--- config.mk ---
export PLATFORM = sky130hd
export DESIGN_NAME = edd16_queue
export DESIGN_NICKNAME = d
export VERILOG_FILES = /design/src/edd16_queue.sv
export SDC_FILE = /design/constraint.sdc
export NUM_CORES = 1
export LEC_CHECK = 0
export BUFFER_PORTS_ARGS = -buffer_cell sky130_fd_sc_hd__buf_2
export CAP_MARGIN = 5
export CORE_UTILIZATION = 48
export DETAILED_ROUTE_END_ITERATION = 16
export GPL_TIMING_DRIVEN = 0
export PLACE_DENSITY = 0.79
export SLEW_MARGIN = 20
export SYNTH_ARGS = -nofsm -noshare
export SYNTH_HDL_FRONTEND = slang
export SYNTH_SLANG_ARGS = --single-unit
--- constraint.sdc ---
create_clock -name clk_i -period 1.7 [get_ports clk_i]
set_input_delay 0.255 -clock clk_i [delete_from_list [all_inputs] [get_ports clk_i]]
set_output_delay 0.255 -clock clk_i [all_outputs]
set_load 0.05 [all_outputs]
--- src/edd16_queue.sv ---
`timescale 1ns / 1ps
// two-entry queue between the pixel front and the error back
module edd16_queue #(
  parameter int DW = 8
) (
  input  logic          clk_i,
  input  logic          rst_ni,
  input  logic          push_i,
  input  logic [DW-1:0] data_i,
  output logic          full_o,
  input  logic          pop_i,
  output logic          valid_o,
  output logic [DW-1:0] data_o
);

  logic [DW-1:0] slot_q [2];
  logic          wr_ptr_q, wr_ptr_d;
  logic          rd_ptr_q, rd_ptr_d;
  logic [1:0]    count_q, count_d;
  logic          do_push, do_pop;

  assign full_o  = (count_q == 2'd2);
  assign valid_o = (count_q != 2'd0);
  assign data_o  = slot_q[rd_ptr_q];

  assign do_push = push_i && !full_o;
  assign do_pop  = pop_i && valid_o;

  always_comb begin
    wr_ptr_d = do_push ? !wr_ptr_q : wr_ptr_q;
    rd_ptr_d = do_pop ? !rd_ptr_q : rd_ptr_q;
    count_d  = count_q;
    if (do_push && !do_pop) begin
      count_d = count_q + 2'd1;
    end else if (do_pop && !do_push) begin
      count_d = count_q - 2'd1;
    end
  end

  always_ff @(posedge clk_i or negedge rst_ni) begin
    if (!rst_ni) begin
      wr_ptr_q <= 1'b0;
      rd_ptr_q <= 1'b0;
      count_q  <= 2'd0;
    end else begin
      wr_ptr_q <= wr_ptr_d;
      rd_ptr_q <= rd_ptr_d;
      count_q  <= count_d;
    end
  end

  always_ff @(posedge clk_i) begin
    if (do_push) begin
      slot_q[wr_ptr_q] <= data_i;
    end
  end

endmodule

# --- Word-level counts from Yosys, hierarchy flattened ---
# Memory sizes are Yosys's and may differ from the RTL's.
# Cells that the tools add are included.
# W data, S select, Z words.
word_totals:
  out_inout_bits: 10
  wordCells: 22
  input_bits: 12
  register_bits: 4
  ram_bits: 16
  memories: 1
op_classes:
  n_eq_ne: 1
  n_addsub: 2
  n_reduce_logical: 11
  mux: 4
mem_list:
  columns: ["name", "words", "width", "read_ports", "rd_clocked_by_memory_dff", "write_ports", "line", "text"]
  rows:
  - ["slot_q", 2, 8, 1, 0, 1, "16", "logic [DW-1:0] slot_q [2];"]
ops:
  columns: ["op", "n"]
  rows:
  - ["$logic_not A1 Y1", 5]
  - ["$logic_and A1 B1 Y1", 4]
  - ["$mux W2", 2]
  - ["$reduce_bool A2 Y1", 2]
  - ["$add A2 B1 Y2 const B", 1]
  - ["$eq A2 B2 Y1 const B", 1]
  - ["$mux W1", 2]
  - ["$sub A2 B1 Y2 const B", 1]

# --- Longest topological paths before layout ---
# Gate-level depths: netlist of run 1.
logic_depth:
  ltp_word: 7
  ltp_mapped: 7
  depth_no_buf: 7

# --- Least setup slack after synthesis of run 1 ---
# No wires, ideal clock.
synth_path:
  path_kind: "register to register"
  from: "reg count_q[0]"
  to: "reg count_q[1]"
  t_arrival_ns: 1.298
  path_buffers: 0
  path_slack_ns: 0.277
  path_stages_with_launch: 7
  period_less_slack_ns: 1.423
  required_ns: 1.575
  path_cell_list: "dfrtp_1 > or2_4 > nand2_4 > ha_1 > xor2_1 > nor2_1 > xor2_1"
synth_between:
  word_cells_on_any_way: 14
synth_lines:
  columns: ["item", "line", "text"]
  rows:
  - ["start, declared", "19", "logic [1:0] count_q, count_d;"]
  - ["start signal, assigned", "48", "count_q <= count_d;"]
  - ["$reduce_bool A2 Y1 (*)", "23", "assign valid_o = (count_q != 2'd0);"]
  - ["net valid_o", "12", "output logic valid_o,"]
  - ["$logic_and A1 B1 Y1 (*)", "27", "assign do_pop = pop_i && valid_o;"]
  - ["$logic_not A1 Y1", "33", "if (do_push && !do_pop) begin"]
  - ["$logic_and A1 B1 Y1", "33", null]
  - ["$mux W2 / $reduce_bool A2 Y1 (equally long branches)", null, null]
# The timed path passes the listed nets; every way through them passes the cells marked *. The select of a mux whose other input is x is not followed.
# A chain may end at the register's enable or synchronous reset.

# --- Worst setup path after layout of run 1 ---
layout_path:
  from: "reg rd_ptr_q"
  to: "out data_o[0]"
layout_between:
  elab_chain_len: 1
layout_rtl:
  columns: ["item", "line", "text"]
  rows:
  - ["start, declared", "18", "logic rd_ptr_q, rd_ptr_d;"]
  - ["start signal, assigned", "47", "rd_ptr_q <= rd_ptr_d;"]
  - ["$mem_v2 Z2 W8", null, null]
  - ["end, declared", "13", "output logic [DW-1:0] data_o"]
# Every way passes these cells.

==> impl_metrics.json, run 1 <==
{
  "status": "complete, no violations",
  "p_leak_nw": 0.398,
  "gp_congestion": 0.679,
  "seq_area_um2": 581,
  "ff2ff_path_depth": 6,
  "ios": 22,
  "grt_usage_pct": 15.1,
  "nFillCells": 130,
  "via_count": 434,
  "cpPeakStageDelay_ns": 0.38,
  "slew_headroom_pct": 70.0,
  "initial_utilization_pct": 52.0,
  "yosysSeqAreaShare_pct": 74.1,
  "fin_skew_ns": 0.00383,
  "max_freq_ghz": 0.614,
  "syn_area_per_cell_um2": 17.8,
  "layout-drive-gt1-share_pct": 40.0,
  "holdPathStages": 1,
  "final_cell_mix": "buf_2, edfxtp_1, mux2_1",
  "clock_path_buffers": 2,
  "synth-seq-cells": 20,
  "cts_tree": "done",
  "fp.dieW_um": 42.4,
  "antenna_cells": 0,
  "routed-wl-met3_um": 66,
  "layout_commonest_cell": "buf_2",
  "min-delay-start": "data_i[2]",
  "final_cells": 86,
  "r2r_start": "count_q[0]",
  "clock-sinks": 20,
  "slowest_stage": "dfrtp_1",
  "max-vdd-ir-drop_v": 0.00107,
  "path_cells": "buf_4, mux2_1, buf_2",
  "postLayoutCellArea_um2": 952,
  "rrSetupSlack_ns": 0.21,
  "arrival_ns": 1.37,
  "wl_met1_um": 422,
  "multiInputGateArea_um2": 193,
  "grt_max_degree": 12,
  "hold_viol_final": 0,
  "wl_per_cell_um": 13.4,
  "via_per_inst": 5.05,
  "place_area_um2": 908,
  "netlist_area_um2": 783,
  "critPathRequiredTime_ns": 1.44,
  "antenna_left": 0,
  "row_count": 14,
  "worstSetupPathType": "reg2out",
  "drtPass1Iterations": 3,
  "antenna_found_initial": 0,
  "insertion_delay_ns": 0.29,
  "cap_violations": 0,
  "fin_crit_ns": 1.63,
  "area_growth_pct": 21.6,
  "portBuffers": 21,
  "endpoint_kind": "output port",
  "htreeDepth": 1,
  "hpwl_um": 899,
  "grt-ovfl-total": 0,
  "startpoint_type": "flop",
  "grt_pass1_wl_mm": 1.88,
  "drt-total-wl_mm": 1.15,
  "hp-class": "in2reg",
  "numCtsBuffers": 3,
  "fin_nets": 84,
  "die_area_um2": 1800,
  "synth.distinct_cells": 14,
  "synthCells": 44,
  "dp.cells": 81,
  "path_max_fanout": 9,
  "holdPathEnd": "slot_q[0][2]",
  "drc": 0,
  "maxUsedRoutingLayer": "met4",
  "p_per_area_nw_per_um2": 1960,
  "finalSetupViolations": 0,
  "yosysWarnings": 0,
  "clkSlewWorstSetupHoldPaths_ns": 0.10,
  "drt_iter0_markers": 7,
  "fin_crit_sh_pct": 95.8,
  "post_cts_buffers": 0,
  "cts_root_buffer": "clkbuf_4",
  "tightest_slew_ns": 0.449,
  "regToRegEndpoint": "count_q[1]",
  "die_h_um": 42.4,
  "drv_slew": 0,
  "syn_nets": 57,
  "wl_met2_um": 645,
  "grt_pass1_vias": 458,
  "coreArea_um2": 1510
}
## what timing repair did
item,4_1_cts,5_1_grt
endpoints found under the hold margin,4,0
hold buffers,1,0
setup endpoints to repair,4,9
resized for setup,1,2
## through the flow
step | setup WS, ns | total power [mW] | setup TNS, ns | utilization (%) | hold slack [ns]
global route | -0.00401 | 1.97 | -0.00401 | 63.2 | 0.126
detailed placement | 0.0583 | 1.67 | 0 | 60.3 | 0.0681
CTS | 0.0367 | 1.89 | 0 | 62.9 | 0.137
global placement | 0.122 | 1.62 | 0 | 60.3 | 0.0625
finish | 0.0715 | 1.87 | 0 | 63.2 | 0.149
floorplan | 0.277 | 1.47 | 0 | - | -0.0406
## flip-flops by register name, summed over array words and instances, names as in the netlist
signal,count
wr_ptr_q,1
slot_q,16
rd_ptr_q,1
count_q,2
## synth_stat cells, drive strengths merged
library cell / n / area [um^2]
nand2b: 1 / 6.26
ha: 1 / 12.5
edfxtp: 16 / 480
and3: 1 / 6.26
dfrtp: 4 / 100
xor2: 2 / 17.5
or2: 1 / 8.76
nor2: 2 / 7.51
nand2: 2 / 15.0
buf: 1 / 5.00
inv: 2 / 7.51
mux2: 8 / 90.1
xnor2: 3 / 26.3
## routing by layer
metal	vias to the layer above	GRT usage, %
met1	212	16.5
met4	0	11.3
met2	13	25.5
met5	-	0
met3	2	3.02
li1	207	-
## layout make-up
cell class / count / area share [%]
Sequential cell: 20 / 61.0
Multi-Input combinational cell: 21 / 20.2
Timing Repair Buffer: 22 / 12.4
Clock buffer: 3 / 2.37
Tap cell: 16 / 2.10
Buffer: 1 / 0.788
Inverter: 2 / 0.788
Clock inverter: 1 / 0.394
## worst max-delay path: cells and delay by family, from the launching register on
family / cells / cell delay [ns]
buf+inv: 2 / 0.38
mux: 1 / 0.32
flops: 1 / 0.38
## power by group
| group | internal, mW | total [mW] | switching, mW |
|---|---|---|---|
| combinational | 0.275 | 0.908 | 0.633 |
| clock | 0.0852 | 0.212 | 0.126 |
| sequential | 0.685 | 0.750 | 0.0655 |
## worst max-delay path by stage
stage | startpoint | endpoint | slack, ns | depth (start not counted)
after global placement | count_q[0] | slot_q[0][4] | 0.12 | 3
final | rd_ptr_q | data_o[0] | 0.07 | 3
after CTS | count_q[0] | slot_q[0][5] | 0.04 | 3
after detailed placement | count_q[0] | slot_q[0][3] | 0.06 | 3
after floorplan | count_q[0] | count_q[1] | 0.28 | 6
after global routing | rd_ptr_q | data_o[1] | -0.004 | 3
## cell families (layout without fill, tap and decap cells)
logic type | count (synthesis) | after routing | share of synthesized area (%)
XOR/XNOR | 5 | 5 | 5.59
flip-flops | 20 | 20 | 74.1
multiplexers | 8 | 8 | 11.5
adder cells (fa/ha/maj) | 1 | 1 | 1.60
AND/OR/NAND/NOR | 7 | 7 | 5.59
buffers and inverters | 3 | 29 | 1.60
No activity file was read; power rests on OpenSTA's default activity.
==> run 2, diff against run 1 <==
--- a/config.mk
+++ b/config.mk
@@ -7,10 +7,12 @@
 export LEC_CHECK = 0
 export BUFFER_PORTS_ARGS = -buffer_cell sky130_fd_sc_hd__buf_2
 export CAP_MARGIN = 5
+export CORE_MARGIN = 2
 export CORE_UTILIZATION = 48
 export DETAILED_ROUTE_END_ITERATION = 16
 export GPL_TIMING_DRIVEN = 0
 export PLACE_DENSITY = 0.79
+export REMOVE_ABC_BUFFERS = 1
 export SLEW_MARGIN = 20
 export SYNTH_ARGS = -nofsm -noshare
 export SYNTH_HDL_FRONTEND = slang
==> impl_metrics.json, run 2 (synthesized netlist as in run 1, its figures left out) <==
{
  "status": "complete, no violations",
  "ios": 22,
  "nFillCells": 126,
  "rrSetupSlack_ns": 0.20,
  "initial_utilization_pct": 51.4,
  "via_count": 438,
  "row_count": 14,
  "cpPeakStageDelay_ns": 0.50,
  "via_per_inst": 5.15,
  "drt-total-wl_mm": 1.07,
  "hold_viol_final": 0,
  "drtPass1Iterations": 4,
  "p_leak_nw": 0.392,
  "ff2ff_path_depth": 7,
  "max_freq_ghz": 0.622,
  "holdPathStages": 1,
  "htreeDepth": 1,
  "dp_slack_ns": 0.0939,
  "regToRegEndpoint": "count_q[1]",
  "grt_pass1_vias": 420,
  "endpoint_kind": "output port",
  "largest_reg_flops": 16,
  "finalSetupViolations": 0,
  "clock-sinks": 20,
  "portBuffers": 21,
  "fp.dieW_um": 44.4,
  "final_cell_mix": "buf_2, edfxtp_1, mux2_1",
  "coreArea_um2": 1520,
  "cap_violations": 0,
  "grt_max_degree": 12,
  "top_register": "slot_q",
  "antenna_cells": 0,
  "drt_iter0_markers": 5,
  "die_h_um": 44.4,
  "reg.largest.list": "slot_q (16), count_q (2)",
  "routed-wl-met3_um": 77,
  "fin_crit_sh_pct": 94.5,
  "hpwl_um": 775,
  "layout_commonest_cell": "buf_2",
  "critPathRequiredTime_ns": 1.44,
  "max-vdd-ir-drop_v": 0.00102,
  "cp_top_family": "flip-flops",
  "wl_met2_um": 547,
  "cts_root_buffer": "clkbuf_4",
  "antenna_left": 0,
  "grt_pass1_wl_mm": 1.67,
  "fin_tns_setup_ns": 0,
  "grt-ovfl-total": 0,
  "fin_ws_ns": 0.0932,
  "maxUsedRoutingLayer": "met4",
  "drc": 0,
  "path_cells": "mux2_1, buf_2",
  "numCtsBuffers": 3,
  "fin_crit_ns": 1.61,
  "startpoint_type": "flop",
  "wl_per_cell_um": 12.6,
  "cts_tree": "done",
  "fin_skew_ns": 0.00110,
  "tightest_slew_ns": 0.433,
  "hp-class": "in2reg",
  "path_max_fanout": 9,
  "rsz0062_at_grt": "no",
  "slew_headroom_pct": 71.1,
  "slowest_stage": "dfrtp_2",
  "p_per_area_nw_per_um2": 1940,
  "fin_nets": 83,
  "antenna_found_initial": 0,
  "drv_slew": 0,
  "worstSetupPathType": "reg2out",
  "arrival_ns": 1.35,
  "clkSlewWorstSetupHoldPaths_ns": 0.10,
  "die_area_um2": 1970,
  "crit_buf_inv": 1,
  "min-delay-start": "data_i[4]",
  "r2r_start": "count_q[0]",
  "clock_path_buffers": 2,
  "layout-drive-gt1-share_pct": 40.6,
  "grt_usage_pct": 12.1,
  "insertion_delay_ns": 0.28,
  "gp_congestion": 0.665,
  "area_growth_pct": 20.4,
  "holdPathEnd": "slot_q[1][4]",
  "wl_met1_um": 436
}
-- run 2: repair_timing --
| action | 4_1_cts | 5_1_grt |
|---|---|---|
| endpoints found under the setup margin | 8 | 8 |
| gates resized for setup | 1 | 1 |
| hold endpoints to repair | 4 | 0 |
| pin swaps | 0 | 0 |
| hold buffers | 1 | 0 |
| setup buffers | 0 | 0 |
-- run 2: worst max path at each step --
stage	depth (start not counted)	slack, ns	end	start
final	2	0.09	data_o[4]	rd_ptr_q
after global routing	2	0.02	data_o[4]	rd_ptr_q
after CTS	2	0.07	data_o[4]	rd_ptr_q
after detailed placement	3	0.09	slot_q[0][6]	count_q[0]
after global placement	3	0.13	slot_q[0][7]	count_q[0]
after floorplan	6	0.28	count_q[1]	count_q[0]
-- run 2: metal layers --
metal | GRT usage [%] | up-vias
met1 | 13.4 | 212
li1 | - | 206
met2 | 22.1 | 18
met4 | 5.45 | 0
met5 | 0 | -
met3 | 2.45 | 2
-- run 2: layout make-up --
type	instances	area [um^2]	share of cell area, %
timing repair buffer	22	115	12.2
multi-input combinational	21	193	20.4
sequential	20	582	61.7
tap	16	20.0	2.12
inverter	2	7.51	0.796
clock inverter	1	3.75	0.398
clock buffer	3	22.5	2.39
-- run 2: metrics by stage --
| step | cell area (um^2) | std cells | power, mW | hold slack [ns] | utilization, % |
|---|---|---|---|---|---|
| after global routing | 943 | 85 | 1.93 | 0.136 | 61.9 |
| after global placement | 903 | 80 | 1.61 | 0.0641 | 59.3 |
| final | 943 | 85 | 1.83 | 0.151 | 61.9 |
| after CTS | 941 | 85 | 1.86 | 0.139 | 61.7 |
| after detailed placement | 903 | 80 | 1.64 | 0.0656 | 59.3 |
| after floorplan | 778 | 43 | 1.46 | -0.0406 | - |
-- run 2: worst reg2reg max path, stage by stage, from the launching register on --
cell	delay (ns)
dfrtp_1	0.44
nand2b_1	0.19
nand2_1	0.14
inv_1	0.06
ha_1	0.19
xor2_1	0.15
nor2_1	0.12
xor2_1	0.15
-- run 2: report_power, final --
group	switching, mW	leakage, nW	internal (mW)
logic	0.585	0.182	0.254
registers	0.0950	0.194	0.687
clock network	0.128	0.0154	0.0852
