$ cat config.mk
export PLATFORM = sky130hd
export DESIGN_NAME = edd16_front
export DESIGN_NICKNAME = d
export VERILOG_FILES = /design/src/edd16_pkg.sv /design/src/edd16_front.sv
export SDC_FILE = /design/constraint.sdc
export NUM_CORES = 1
export LEC_CHECK = 0
export ABC_AREA = 1
export BUFFER_PORTS_ARGS = -buffer_cell sky130_fd_sc_hd__buf_4
export CORE_MARGIN = 10
export CORE_UTILIZATION = 45
export CTS_CLUSTER_SIZE = 24
export DETAILED_ROUTE_END_ITERATION = 10
export GPL_TIMING_DRIVEN = 0
export PLACE_DENSITY = 0.71
export SYNTH_ARGS = -nofsm -noshare
export SYNTH_HDL_FRONTEND = slang
export SYNTH_SLANG_ARGS = --single-unit
$ cat constraint.sdc
create_clock -name clk_i -period 2.8 [get_ports clk_i]
set_input_delay 0.28 -clock clk_i [delete_from_list [all_inputs] [get_ports clk_i]]
set_output_delay 0.28 -clock clk_i [all_outputs]
set_load 0.01 [all_outputs]
$ cat src/edd16_pkg.sv
`timescale 1ns / 1ps
// shared types, register codes and error arithmetic for the 16-level dither
package edd16_pkg;

  localparam int ERR_W = 10;
  localparam int CFG_W = 11;

  typedef logic signed [ERR_W-1:0] err_t;

  // register index codes of the configuration port
  localparam logic [0:0] CFG_IMAGE_WIDTH  = 1'b0;
  localparam logic [0:0] CFG_IMAGE_HEIGHT = 1'b1;

  // weights of the four error shares
  localparam logic [2:0] W_RIGHT = 3'd7;
  localparam logic [2:0] W_DL    = 3'd3;
  localparam logic [2:0] W_DOWN  = 3'd5;
  localparam logic [2:0] W_DR    = 3'd1;

  // position of a pixel within the frame, worked out by the front
  typedef struct packed {
    logic last_col;
    logic last_row;
    logic first_row;
  } pos_flags_t;

  function automatic err_t sat_err(input logic signed [11:0] v);
    err_t r;
    if (v > 12'sd511) begin
      r = 10'sd511;
    end else if (v < -12'sd512) begin
      r = -10'sd512;
    end else begin
      r = $signed(v[9:0]);
    end
    return r;
  endfunction

  function automatic err_t add_sat(input err_t a, input err_t b);
    logic signed [11:0] s;
    s = $signed({{2{a[9]}}, a}) + $signed({{2{b[9]}}, b});
    return sat_err(s);
  endfunction

  // (e * k) / 16 truncated toward zero
  function automatic err_t share(input err_t e, input logic [2:0] k);
    logic signed [10:0] ex;
    logic [10:0]        mag;
    logic [13:0]        prod;
    logic [9:0]         q;
    err_t               r;
    ex   = {e[9], e};
    mag  = e[9] ? 11'(-ex) : 11'(ex);
    prod = 14'(mag) * 14'(k);
    q    = prod[13:4];
    r    = e[9] ? $signed(10'(~q + 10'd1)) : $signed(q);
    return r;
  endfunction

endpackage

$ cat src/edd16_front.sv
`timescale 1ns / 1ps
// pixel front: frame registers, raster position counters and request intake
module edd16_front #(
  parameter int MAX_WIDTH  = 1024,
  parameter int MAX_HEIGHT = 1024
) (
  input  logic                         clk_i,
  input  logic                         rst_ni,
  input  logic                         cfg_we_i,
  input  logic [0:0]                   cfg_index_i,
  input  logic [edd16_pkg::CFG_W-1:0]  cfg_data_i,
  input  logic                         in_valid_i,
  output logic                         in_stall_o,
  input  logic [7:0]                   grey_in_i,
  input  logic                         hold_i,
  input  logic                         queue_full_i,
  output logic                         push_o,
  output logic [7:0]                   push_grey_o,
  output logic [$clog2(MAX_WIDTH)-1:0] push_x_o,
  output edd16_pkg::pos_flags_t        push_flags_o
);

  localparam int AW = $clog2(MAX_WIDTH);
  localparam int HW = (MAX_HEIGHT > 1) ? $clog2(MAX_HEIGHT) : 1;
  localparam int MW = (AW > HW) ? AW : HW;
  localparam int EW = (MW + 1 > edd16_pkg::CFG_W) ? MW + 1 : edd16_pkg::CFG_W;

  logic [edd16_pkg::CFG_W-1:0] width_q, height_q;
  logic [AW-1:0]               col_q;
  logic [HW-1:0]               row_q;
  logic [EW-1:0]               w_ext, h_ext, w_eff, h_eff;
  logic                        last_col, last_row, accept;

  assign w_ext = EW'(width_q);
  assign h_ext = EW'(height_q);

  always_comb begin
    if (w_ext == '0) begin
      w_eff = EW'(1);
    end else if (w_ext > EW'(MAX_WIDTH)) begin
      w_eff = EW'(MAX_WIDTH);
    end else begin
      w_eff = w_ext;
    end
    if (h_ext == '0) begin
      h_eff = EW'(1);
    end else if (h_ext > EW'(MAX_HEIGHT)) begin
      h_eff = EW'(MAX_HEIGHT);
    end else begin
      h_eff = h_ext;
    end
  end

  // at or past the end also covers a register that shrank mid-frame
  assign last_col = (EW'(col_q) >= (w_eff - EW'(1)));
  assign last_row = (EW'(row_q) >= (h_eff - EW'(1)));

  assign in_stall_o = queue_full_i || hold_i;
  assign accept     = in_valid_i && !in_stall_o;

  assign push_o                 = accept;
  assign push_grey_o            = grey_in_i;
  assign push_x_o               = col_q;
  assign push_flags_o.last_col  = last_col;
  assign push_flags_o.last_row  = last_row;
  assign push_flags_o.first_row = (row_q == '0);

  always_ff @(posedge clk_i or negedge rst_ni) begin
    if (!rst_ni) begin
      width_q  <= 11'd1024;
      height_q <= 11'd1024;
      col_q    <= '0;
      row_q    <= '0;
    end else begin
      if (cfg_we_i) begin
        unique case (cfg_index_i)
          edd16_pkg::CFG_IMAGE_WIDTH:  width_q  <= cfg_data_i;
          edd16_pkg::CFG_IMAGE_HEIGHT: height_q <= cfg_data_i;
          default: ;
        endcase
      end
      if (accept) begin
        if (last_col) begin
          col_q <= '0;
          row_q <= last_row ? '0 : HW'(row_q + 1'b1);
        end else begin
          col_q <= AW'(col_q + 1'b1);
        end
      end
    end
  end

endmodule

======== Word level (Yosys, flattened, before mapping) ========
Cells that the tools add are included.
Widths: inputs -> output; s select.
operators by class
  bitwise operators ....................... 1
  muxes and demuxes ....................... 6
  add/sub/neg operators ................... 4
  reductions and logical operators ........ 9
  $lt $le $gt $ge ......................... 4
operators by type and width
  operator               number
  $mux 11                4
  $ge 10x11->1           2
  $gt 11x11->1 const B   2
  $logic_not 11->1       2
  $sub 11x1->11 const B  2
  $add 10x1->10 const B  2
  $mux 10                2
  $logic_not 10->1       1
  $reduce_and 2->1       3
  $logic_and 1x1->1      1
  $logic_not 1->1        1
  $logic_or 1x1->1       1
  $not 1->1              1
storage, ports and cells
  input port bits ......................... 26
  logic and storage cells ................. 28
  output and inout bits ................... 23
  flip-flop bits (word level) ............. 42

======== Depth between registers and ports, before layout ========
Gate-level depths: netlist of the first run.
  word-level depth ........................ 6
  mapped depth ............................ 26

======== Worst setup path after synthesis of the first run ========
Ideal clock, no wire load.
  path kind ............................... reg2out
  start point ............................. register height_q, in the netlist h_ext[2]
  end point ............................... output port push_flags_o[1] in the netlist's numbering
  cell stages (with the launch flop) ...... 21
  path slack .............................. -0.090 ns
  path buffers ............................ 3
  data arrival time ....................... 2.610 ns
  path through ............................ dfrtp_1 nor2_1 nand3_1 o21ai_1 buf_2 o21ai_1 ha_1 nand2_1 xnor2_1 ha_1 a21o_1 nor2_1 nand2_1 nand2_1 nand3_1 nand2_1 nand3_1 nand3_1 buf_4 inv_1 buf_4
between the ends
  word-level cells in the longest chain between the ends .. 5
  elaborated cells between the ends (all ways) .. 6
  those cells by class .................... add/sub (1); order compare (2); mux (2); reduce/logical (1)
ends and longest elaborated chain
  item                    line               text
  start, declared         edd16_front.sv:28  logic [edd16_pkg::CFG_W-1:0] width_q, height_q;
  start signal, assigned  edd16_front.sv:78  edd16_pkg::CFG_IMAGE_HEIGHT: height_q <= cfg_data_i;
  $gt 11x11->1            edd16_front.sv:47  end else if (h_ext > EW'(MAX_HEIGHT)) begin
  $mux 11                 edd16_front.sv:47
  $mux 11 (*)             edd16_front.sv:45  if (h_ext == '0) begin
  $sub 11x1->11 (*)       edd16_front.sv:56  assign last_row = (EW'(row_q) >= (h_eff - EW'(1)));
  $ge 10x11->1 (*)        edd16_front.sv:56
  end, declared           edd16_front.sv:20  output edd16_pkg::pos_flags_t push_flags_o
Every way passes the cells marked *; elsewhere a longest branch is shown, timed or not.

======== Worst setup path in the final report of the first run ========
  start point ............................. register width_q, in the netlist w_ext[5]
  end point ............................... output port push_flags_o[2] in the netlist's numbering
between the ends
  word-level cells in the longest chain between the ends .. 5
  elaborated cells between the ends (all ways) .. 6
  those cells by class .................... add/sub (1); order compare (2); mux (2); reduce/logical (1)
ends and longest elaborated chain
  item                    line               text
  start, declared         edd16_front.sv:28
  start signal, assigned  edd16_front.sv:77  edd16_pkg::CFG_IMAGE_WIDTH: width_q <= cfg_data_i;
  $gt 11x11->1            edd16_front.sv:40  end else if (w_ext > EW'(MAX_WIDTH)) begin
  $mux 11                 edd16_front.sv:40
  $mux 11 (*)             edd16_front.sv:38  if (w_ext == '0) begin
  $sub 11x1->11 (*)       edd16_front.sv:55  assign last_col = (EW'(col_q) >= (w_eff - EW'(1)));
  $ge 10x11->1 (*)        edd16_front.sv:55
Marked as above.

==> results of run 1 <==
## what timing repair did
action	4_1_cts	5_1_grt
endpoints found under the setup margin	22	22
gates resized for setup	36	23
setup buffers	45	5
hold buffers	1	0
pin swaps	39	23
endpoints found under the hold margin	40	0
cloned	2	0
## sequential cells by signal, summed over array words and instances, names as in the netlist
register / count
h_ext: 11
w_ext: 11
push_x_o: 10
row_q: 10
## power by group
part / internal (mW) / switching (mW) / leakage, nW / total, mW
sequential: 0.705 / 0.107 / 0.537 / 0.812
clock: 0.267 / 0.222 / 0.0524 / 0.489
combinational: 0.566 / 0.624 / 1.66 / 1.19
## metal layers
| layer | track usage | wire [um] |
|---|---|---|
| met5 | 0 | 0 |
| met4 | 0.0445 | 86 |
| met3 | 0.0371 | 315 |
| met2 | 0.280 | 3980 |
| met1 | 0.186 | 3610 |
## metrics by stage
stage	TNS, ps	total power [mW]	instances	hold WS [ps]	worst slack, ps
2_1_floorplan	0	1.44	408	-15.6	3.43
3_3_place_gp	-5380	1.69	525	305	-367
3_5_place_dp	-6500	1.73	525	310	-450
4_1_cts	-5390	2.40	577	221	-436
5_1_grt	-11930	2.70	582	247	-674
6_report	-7010	2.49	582	215	-481
## layout make-up
cell class | count | area (um2) | share of cell area
Multi-Input combinational cell | 285 | 1840 | 0.438
Sequential cell | 42 | 1050 | 0.251
Timing Repair Buffer | 91 | 739 | 0.176
Inverter | 62 | 233 | 0.0553
Buffer | 17 | 135 | 0.0321
Tap cell | 77 | 96.3 | 0.0229
Clock buffer | 7 | 76.3 | 0.0181
Clock inverter | 1 | 30.0 | 0.00714
## how the worst max path moves through the flow
stage | cells after the start | endpoint | start
floorplan | 24 | push_flags_o[2] | w_ext[5]
global placement | 19 | push_flags_o[1] | h_ext[10]
detailed placement | 22 | push_flags_o[1] | h_ext[2]
CTS | 21 | push_flags_o[1] | h_ext[2]
global route | 24 | push_flags_o[2] | w_ext[1]
finish | 24 | push_flags_o[2] | w_ext[5]
## placed cells by master (no fill, tap or decap), types with 2 or more instances in the layout
| master | n |
|---|---|
| sky130_fd_sc_hd__nand3b_1 | 7 |
| sky130_fd_sc_hd__a21oi_1 | 8 |
| sky130_fd_sc_hd__xor2_1 | 17 |
| sky130_fd_sc_hd__ha_1 | 21 |
| sky130_fd_sc_hd__buf_4 | 88 |
| sky130_fd_sc_hd__inv_1 | 58 |
| sky130_fd_sc_hd__nor2_1 | 19 |
| sky130_fd_sc_hd__clkbuf_8 | 5 |
| sky130_fd_sc_hd__nor2_2 | 3 |
| sky130_fd_sc_hd__dfstp_2 | 2 |
| sky130_fd_sc_hd__ha_4 | 4 |
| sky130_fd_sc_hd__clkbuf_1 | 6 |
| sky130_fd_sc_hd__inv_2 | 4 |
| sky130_fd_sc_hd__o21ai_1 | 5 |
| sky130_fd_sc_hd__o21ai_0 | 27 |
| sky130_fd_sc_hd__buf_6 | 13 |
| sky130_fd_sc_hd__dfrtp_1 | 40 |
| sky130_fd_sc_hd__nand2_4 | 4 |
| sky130_fd_sc_hd__nand3_2 | 5 |
| sky130_fd_sc_hd__o21ai_2 | 11 |
| sky130_fd_sc_hd__nand4_1 | 7 |
| sky130_fd_sc_hd__nand3_1 | 13 |
| sky130_fd_sc_hd__xnor2_1 | 8 |
| sky130_fd_sc_hd__nor3_2 | 2 |
| sky130_fd_sc_hd__nand2_2 | 11 |
| sky130_fd_sc_hd__nand2_1 | 97 |
## worst register-to-register path, stage by stage (launching register included)
cell                       delay (ps)
sky130_fd_sc_hd__dfrtp_1          390
sky130_fd_sc_hd__nor2_1           100
sky130_fd_sc_hd__nand2_1           70
sky130_fd_sc_hd__nor2_2           120
sky130_fd_sc_hd__nand2_1           70
sky130_fd_sc_hd__nand2_2          100
sky130_fd_sc_hd__nand2_2           60
sky130_fd_sc_hd__o21ai_2           70
sky130_fd_sc_hd__inv_2             80
sky130_fd_sc_hd__buf_6            120
sky130_fd_sc_hd__nand4_1          120
sky130_fd_sc_hd__xor2_1           220
sky130_fd_sc_hd__inv_1            100
sky130_fd_sc_hd__ha_4             280
sky130_fd_sc_hd__nand2_4           50
sky130_fd_sc_hd__o21a_1           180
sky130_fd_sc_hd__nand2_1           50
sky130_fd_sc_hd__nand2_1           40
sky130_fd_sc_hd__nand3b_1          70
sky130_fd_sc_hd__nand2_1           70
sky130_fd_sc_hd__nand2_2           90
sky130_fd_sc_hd__buf_4            120
sky130_fd_sc_hd__nand3_4          150
sky130_fd_sc_hd__buf_6            170
sky130_fd_sc_hd__buf_6            120
sky130_fd_sc_hd__o21ai_2          120
## cell families (layout without fill, tap and decap cells)
logic type,count (synthesis),after routing,share of synthesized area
compound gates,58,58,0.104
fa+ha+maj,25,25,0.102
simple gates,176,176,0.257
xor+xnor,26,26,0.0744
flops,42,42,0.344
buf+inv,81,178,0.119
==> results.md, run 1 <==
- The critical path buffer and inverter count is 8.
- The clock arrives with 11.3 ps of skew.
- The number of maximum-capacitance violations is 0.
- The minimum period implied by the final worst setup slack is 3280 ps.
- The clock-pin slew on the worst setup and hold paths is 90 ps.
- The HPWL after detailed placement is 5270 um.
- The total area inside the core boundary comes to 6490 um2.
- TritonCTS built the clock tree.
- The via count of the first global-routing pass came to 3062.
- Dividing the detail-routed via count by the number of cells gives 5.03.
- The part of the Yosys area used for sequential elements is 0.344.
- The number of failing setup endpoints in the final timing report is 20.
- The endpoint identified for the worst register-to-register timing path is row_q[9].
- VDD sags by at most 0.270 mV.
- The sum of routed wire length over all layers is 7990 um.
- The final net count is 555.
- Setup repair after global routing could not meet its margin everywhere.
- Once layout is done, the placed cells without fillers occupy 4210 um2.
- The type of the setup path with the least slack is reg2out.
- The worst relative slew slack is 0.618.
- The reg2reg setup slack is -410 ps.
- The H-tree level count is 2.
- The share of Yosys cell area claimed by the top area cell type is 0.327.
- Synthesis produced a netlist with a net count of 459.
- The leakage power figure is 2.25 nW.
- The number of iterations in the first detailed-routing pass is 6.
- The final-report hold violation count came to 0.
- Counting the buffers created by CTS gives 5.
- The wire length per cell is 13.7 um.
- The area of placed instances is 3480 um2.
- The x dimension of the die is 102 um.
- Entering global routing, the biggest net connects 43 pins.
- STA puts the critical path data arrival time at 3000 ps.
- Counting flops with an async set or reset pin after synthesis yields a share of 1.00.
- Of all nets on the critical path, the largest fanout is 4.
- In this design, the largest share of critical-path delay is due to simple AND/OR/NAND/NOR gates.
- The number of cells on the worst reg-to-reg path is 25.
- The path type of the worst min-delay path is in2reg.
- The buffer type at the clock tree root is sky130_fd_sc_hd__clkbuf_8.
- The maximum single-stage delay on the critical path is 390 ps.
- The gate count after technology mapping is 408.
- The number of fillers in the final layout is 545.
- The path with the worst hold slack has its endpoint at w_ext[10].
- The cell area that synthesis handed to floorplanning was 3060 um2.
- The number of enable flip-flop cells after synthesis is 0.
- The number of different library cells used by synthesis comes to 34.
- The congestion estimate from routability-driven global placement came to 0.823.
- Once routing completed, OpenROAD measured the worst setup slack at -481 ps.
- The floorplan row count is 29.
- The hold-critical path depth is 3.
- The starting density of the core is 0.471.
- In the post-synthesis netlist, the biggest area contributors are sky130_fd_sc_hd__dfrtp_1 (33%), sky130_fd_sc_hd__nand2_1 (13%), sky130_fd_sc_hd__ha_1 (10%).
- Counting every sink on the clock net gives 42.
- The antenna diode count is 0.
- By instance count, the cell type seen most on the critical path is sky130_fd_sc_hd__nand2_2.
- The synthesized design contains 42 register bits.
- The clock reaches the later pin of the worst-skew pair after 300 ps.
- The cell at the slowest stage of the critical path is sky130_fd_sc_hd__dfrtp_1.
- The ratio of final minimum period to clock period is 1.17.
- The remaining antenna violation count is 0.
- The aggregate global-route resource usage is 0.158.
- After detailed routing, the number of remaining DRC violations is 0.
- In the final layout, the share of cells above drive strength 1 is 0.323.
- At the pin with the least slew margin, the transition time is 574 ps.
- Measured on the finished design, the core utilization comes to 0.647.
- In this run the deepest clock path goes through 2 buffers.
- The worst min-delay path startpoint is cfg_data_i[10].
- The flow ran to the end, but the final reports show violations.
- The most frequently used flop master after synthesis is sky130_fd_sc_hd__dfrtp_1.
- The final reports fail on negative setup slack.
- The floorplan step defined a die boundary enclosing 10500 um2.
- The synthesized area per cell is 7.50 um2.
- After synthesis, the most frequently instantiated cells are sky130_fd_sc_hd__nand2_1 (107), sky130_fd_sc_hd__inv_1 (61), sky130_fd_sc_hd__dfrtp_1 (40).
- The required time of the critical path is 2520 ps.
- The number of DRC violations after detailed-routing iteration 0 is 71.
- Traced cell by cell, the critical path runs through nor2_1, nand2_1, nor2_2, nand2_1, nand2_2, nand2_2, o21ai_2, inv_2, ha_4, nand2_2, inv_2, buf_4, buf_4, buf_4, nand2_2, xnor2_1, ha_1, nand2_1, inv_1, nand2_1, nand2_2, nand2_4, inv_2, buf_6.
- The initial antenna violation count is 0.
- The number of warnings issued by yosys is 0.
- The total power per unit cell area is 592 nW/um2.
- STA classifies the critical path endpoint as a primary output.
- The number of buffer cells added on primary ports is 40.
- The number of pins exceeding their max-slew limit in the final report is 0.
- From synthesis to final layout, the design area changed by 37.4%.
- The via count is 2926.
- Measured along the y axis, the die boundary spans 102 um.
- The I/O pin count is 49.
- The source of the worst register-to-register timing path is w_ext[5].
- The first global-routing pass estimated 13600 um of wire.
- The most area-hungry cell type in the Yosys netlist is sky130_fd_sc_hd__dfrtp_1.
- Based on the critical path, the design can be clocked at up to 305 MHz.
- The cell with the most instances after synthesis is sky130_fd_sc_hd__nand2_1.
- The global-route congestion overflow total is 0.
- The nature of the critical path startpoint is a flip-flop.
Power figures use the tool's default switching activity.
==> run 2, diff against run 1 <==
--- a/config.mk
+++ b/config.mk
@@ -5,14 +5,13 @@
 export SDC_FILE = /design/constraint.sdc
 export NUM_CORES = 1
 export LEC_CHECK = 0
-export ABC_AREA = 1
 export BUFFER_PORTS_ARGS = -buffer_cell sky130_fd_sc_hd__buf_4
 export CORE_MARGIN = 10
 export CORE_UTILIZATION = 45
-export CTS_CLUSTER_SIZE = 24
+export CTS_CLUSTER_SIZE = 30
 export DETAILED_ROUTE_END_ITERATION = 10
 export GPL_TIMING_DRIVEN = 0
-export PLACE_DENSITY = 0.71
+export PLACE_DENSITY = 0.72
 export SYNTH_ARGS = -nofsm -noshare
 export SYNTH_HDL_FRONTEND = slang
 export SYNTH_SLANG_ARGS = --single-unit
==> results.md, run 2 <==
- The library cell used most frequently in the layout, excluding fill and tap cells, is sky130_fd_sc_hd__buf_4.
- The clock insertion delay at the later pin of the skew report came to 300 ps (about the same).
- The instance count after placement with tap cells included is 423 (-19%).
- The count of distinct cell types in the synthesized netlist is 45 (+32%).
- The number of enable flip-flop cells after synthesis was 0 (unchanged).
- The multiplexer fraction of the synthesized cell area came to 0.0894 (+0.0894).
- The post-synthesis xor/xnor area fraction is 0.0242 (-0.0502).
- The largest voltage drop on the vdd net is 0.416 mV (+54%).
- The wire length per cell was 16.7 um (+22%).
- The main combinational cell family by area after synthesis is simple AND/OR/NAND/NOR gates.
- The gate count after technology mapping is 306 (-25%).
- The CTS tree is yes.
- The initial antenna violation count is 0 (unchanged).
- The worst relative slew slack is 0.595 (-0.0230).
- The async set or reset register ratio after synthesis is 1.00 (unchanged).
- The buffer depth of the longest clock path came to 2 (unchanged).
- The I/O pin count came to 49 (unchanged).
- The kind of end point of the critical path is a primary output.
- The run finished, with violations left.
- The final setup TNS is -18250 ps (-11240 ps).
- The fraction of final layout cells with drive strength greater than 1 is 0.429 (+0.106).
- The cell at the slowest stage of the critical path is sky130_fd_sc_hd__or4_4.
- Setup repair after global routing could not meet its margin everywhere.
- The x dimension of the die is 100 um (-2.2%).
- The post-detailed-route DRC marker count came to 0 (unchanged).
- The net count after synthesis was 357 (-22%).
- The antenna diode count came to 0 (unchanged).
- The final-report hold violation count is 0 (unchanged).
- The placed wire-length estimate after detailed placement is 5270 um (about the same).
- The post-synthesis instance area is 2900 um2 (-5.4%).
- The aggregate global-route resource usage came to 0.150 (-0.00813).
- The area added between synthesis and finish is 38.6%.
- The maximum single-stage delay on the critical path is 550 ps (+160 ps).
- The starting density of the core is 0.459 (-0.0124).
- The area of the core came to 6310 um2 (-2.8%).
- The number of buffer cells added on primary ports is 40 (unchanged).
- The signal on the critical path passes through or4_4, buf_4, or4_1, o21ai_0, nand2_1, nand2_1, o21ai_1, ha_1, a21o_1, a2111oi_4, a21oi_2, clkbuf_8, buf_6, buf_6.
- The die boundary height came to 100 um (-2.2%).
- The cell type group with the largest total delay on the critical path is simple AND/OR/NAND/NOR gates.
- The largest net degree at the start of global routing is 43 (unchanged).
- The clock tree skew after final layout is 7.17 ps (-4.15 ps).
- The final net count is 435 (-22%).
- The achievable clock frequency is 262 MHz (-14%).
- The number of failing setup endpoints in the final timing report was 22 (+10%).
- The final reports fail on negative setup slack.
- The total CTS buffers is 5 (unchanged).
- The type of the setup path with the least slack is reg2out.
- The arrival time reported for the critical path endpoint was 3540 ps (+540 ps).
- The global-route congestion overflow total was 0 (unchanged).
- The area of the die is 10000 um2 (-4.3%).
- The required time of the critical path came to 2520 ps (about the same).
- After synthesis, the cell types taking the most area are sky130_fd_sc_hd__dfrtp_1 (35%), sky130_fd_sc_hd__ha_1 (11%), sky130_fd_sc_hd__mux2_2 (8.9%).
- The sum of routed wire length over all layers came to 7730 um (-3.2%).
- The number of iterations in the first detailed-routing pass is 4 (-2).
- The most area-hungry cell type in the Yosys netlist is sky130_fd_sc_hd__dfrtp_1.
- The critical path buffer and inverter count is 4 (-4).
- The final critical-path setup slack is -1020 ps (-540 ps).
- The via count of the first global-routing pass came to 2684 (-12%).
- The ratio of final minimum period to clock period is 1.36 (+0.193).
- The buffer type at the clock tree root is sky130_fd_sc_hd__clkbuf_8.
- The synthesized area per cell is 9.47 um2 (+26%).
- The global placement routability congestion came to 0.811 (-1.4%).
- The minimum period implied by the final worst setup slack is 3820 ps (+540 ps).
- After synthesis, the most frequently instantiated cells are sky130_fd_sc_hd__dfrtp_1 (40), sky130_fd_sc_hd__ha_1 (25), sky130_fd_sc_hd__nor2_1 (25).
- The post-detailed-route via-to-cell ratio came to 5.68 (+13%).
- The via count is 2625 (-10%).
- The share of Yosys cell area claimed by the top area cell type was 0.346 (+0.0185).
- The final cell count without fillers is 462 (-21%).
- The number of sinks driven by the clock tree is 42 (unchanged).
- The transition time at the pin with the least slew margin came to 603 ps (+29.4 ps).
- The maximum net fanout on the critical path was 4 (unchanged).
- The remaining antenna violation count is 0 (unchanged).
- The number of DRC violations after detailed-routing iteration 0 is 113 (+59%).
- The number of pins exceeding their max-slew limit in the final report is 0 (unchanged).
- The total power per unit cell area is 620 nW/um2 (+4.7%).
- The clock-pin slew on the worst setup and hold paths was 80 ps (about the same).
- The most frequently used flop master after synthesis is sky130_fd_sc_hd__dfrtp_1.
- STA classifies the critical path startpoint as a flip-flop.
- Leaving out fill and tap cells, the most frequent cells in the layout are sky130_fd_sc_hd__buf_4 (70), sky130_fd_sc_hd__dfrtp_1 (34), sky130_fd_sc_hd__nor2_1 (23).
- The number of warnings issued by yosys is 0 (unchanged).
- The adder-cell area share of the yosys netlist is 0.108 (+0.00578).
- The part of the Yosys area used for sequential elements came to 0.364 (+0.0195).
- The complex-gate fraction of the synthesized area is 0.165 (+0.0612).
- The worst slack at placement was -1030 ps (-585 ps).
- The path class of the tightest hold or removal check is in2reg.
- The first-pass GRT wire length is 12600 um (-7.6%).
- In the post-synthesis netlist, the cell with the most instances is sky130_fd_sc_hd__dfrtp_1.
- The H-tree level count is 2 (unchanged).
- The area share of and/or/nand/nor cells after synthesis is 0.198 (-0.0589).
- The number of maximum-capacitance violations was 0 (unchanged).
- The number of synthesized register bits was 42 (unchanged).
- The floorplan row count is 29 (unchanged).
- The leakage power figure is 1.77 nW (-22%).
## run 2: layout make-up
cell class              count  area (um2)
multi-input cells         236        1970
clock inverters             2        37.5
repair buffers             74         617
clock buffers               6        72.6
plain buffers              16         125
fillers                   516        2300
flip-flops and latches     42        1060
well taps                  77        96.3
inverters                   9        33.8
## run 2: path summary, 6_finish.rpt
path / start / to / slack, ps / cells after the start
min: cfg_data_i[8] / w_ext[8] / 210 / 3
max in group asynchronous: rst_ni / h_ext[7] / 1900 / 2
min reg2reg: w_ext[0] / w_ext[0] / 590 / 1
max: w_ext[6] / push_flags_o[2] / -1020 / 14
min in group asynchronous: rst_ni / push_x_o[2] / 500 / 2
max reg2reg: w_ext[6] / row_q[9] / -920 / 15
## run 2: where the power goes
group / switching (mW) / total [mW] / internal, mW
sequential: 0.164 / 0.876 / 0.712
clock: 0.219 / 0.485 / 0.266
combinational: 0.501 / 1.13 / 0.628
## run 2: worst register-to-register path: stages (launching register included)
cell and delay [ps]:
sky130_fd_sc_hd__dfrtp_1 380, sky130_fd_sc_hd__or4_4 550, sky130_fd_sc_hd__buf_4 160, sky130_fd_sc_hd__or4_1 430
sky130_fd_sc_hd__o21ai_0 180, sky130_fd_sc_hd__nand2_1 80, sky130_fd_sc_hd__nand2_1 70, sky130_fd_sc_hd__o21ai_1 70
sky130_fd_sc_hd__ha_1 300, sky130_fd_sc_hd__a21o_1 190, sky130_fd_sc_hd__a2111oi_4 350, sky130_fd_sc_hd__a21oi_2 110
sky130_fd_sc_hd__buf_4 160, sky130_fd_sc_hd__and3_4 160, sky130_fd_sc_hd__buf_6 130, sky130_fd_sc_hd__a221o_1 290
## run 2: kinds of logic after synthesis
group,Yosys count
adder cells (fa/ha/maj),25
AND/OR/NAND/NOR,110
AO/OA/AOI/OAI,70
flip-flops,42
multiplexers,23
buffers and inverters,28
XOR/XNOR,8
## run 2: through the flow
step	utilization	hold WS, ps	total power [mW]	cell area, um2
2_1_floorplan	-	-15.6	1.49	2990
3_5_place_dp	0.536	301	1.76	3380
5_1_grt	0.636	218	2.67	4020
3_3_place_gp	0.536	303	1.71	3380
4_1_cts	0.610	201	2.38	3850
6_report	0.636	207	2.49	4020
## run 2: per-layer routing
metal,track usage,part of all wire,up-vias
met5,0,0,-
met4,0.0380,0.012,0
met2,0.258,0.51,57
li1,-,-,1283
met3,0.0412,0.042,10
met1,0.180,0.44,1275
## run 2: repair_timing
item	CTS	global route
buffers inserted	27	4
pin swaps	23	16
gates resized for setup	41	19
setup endpoints to repair	22	22
gates cloned	1	1
hold buffers	1	0
endpoints found under the hold margin	40	0
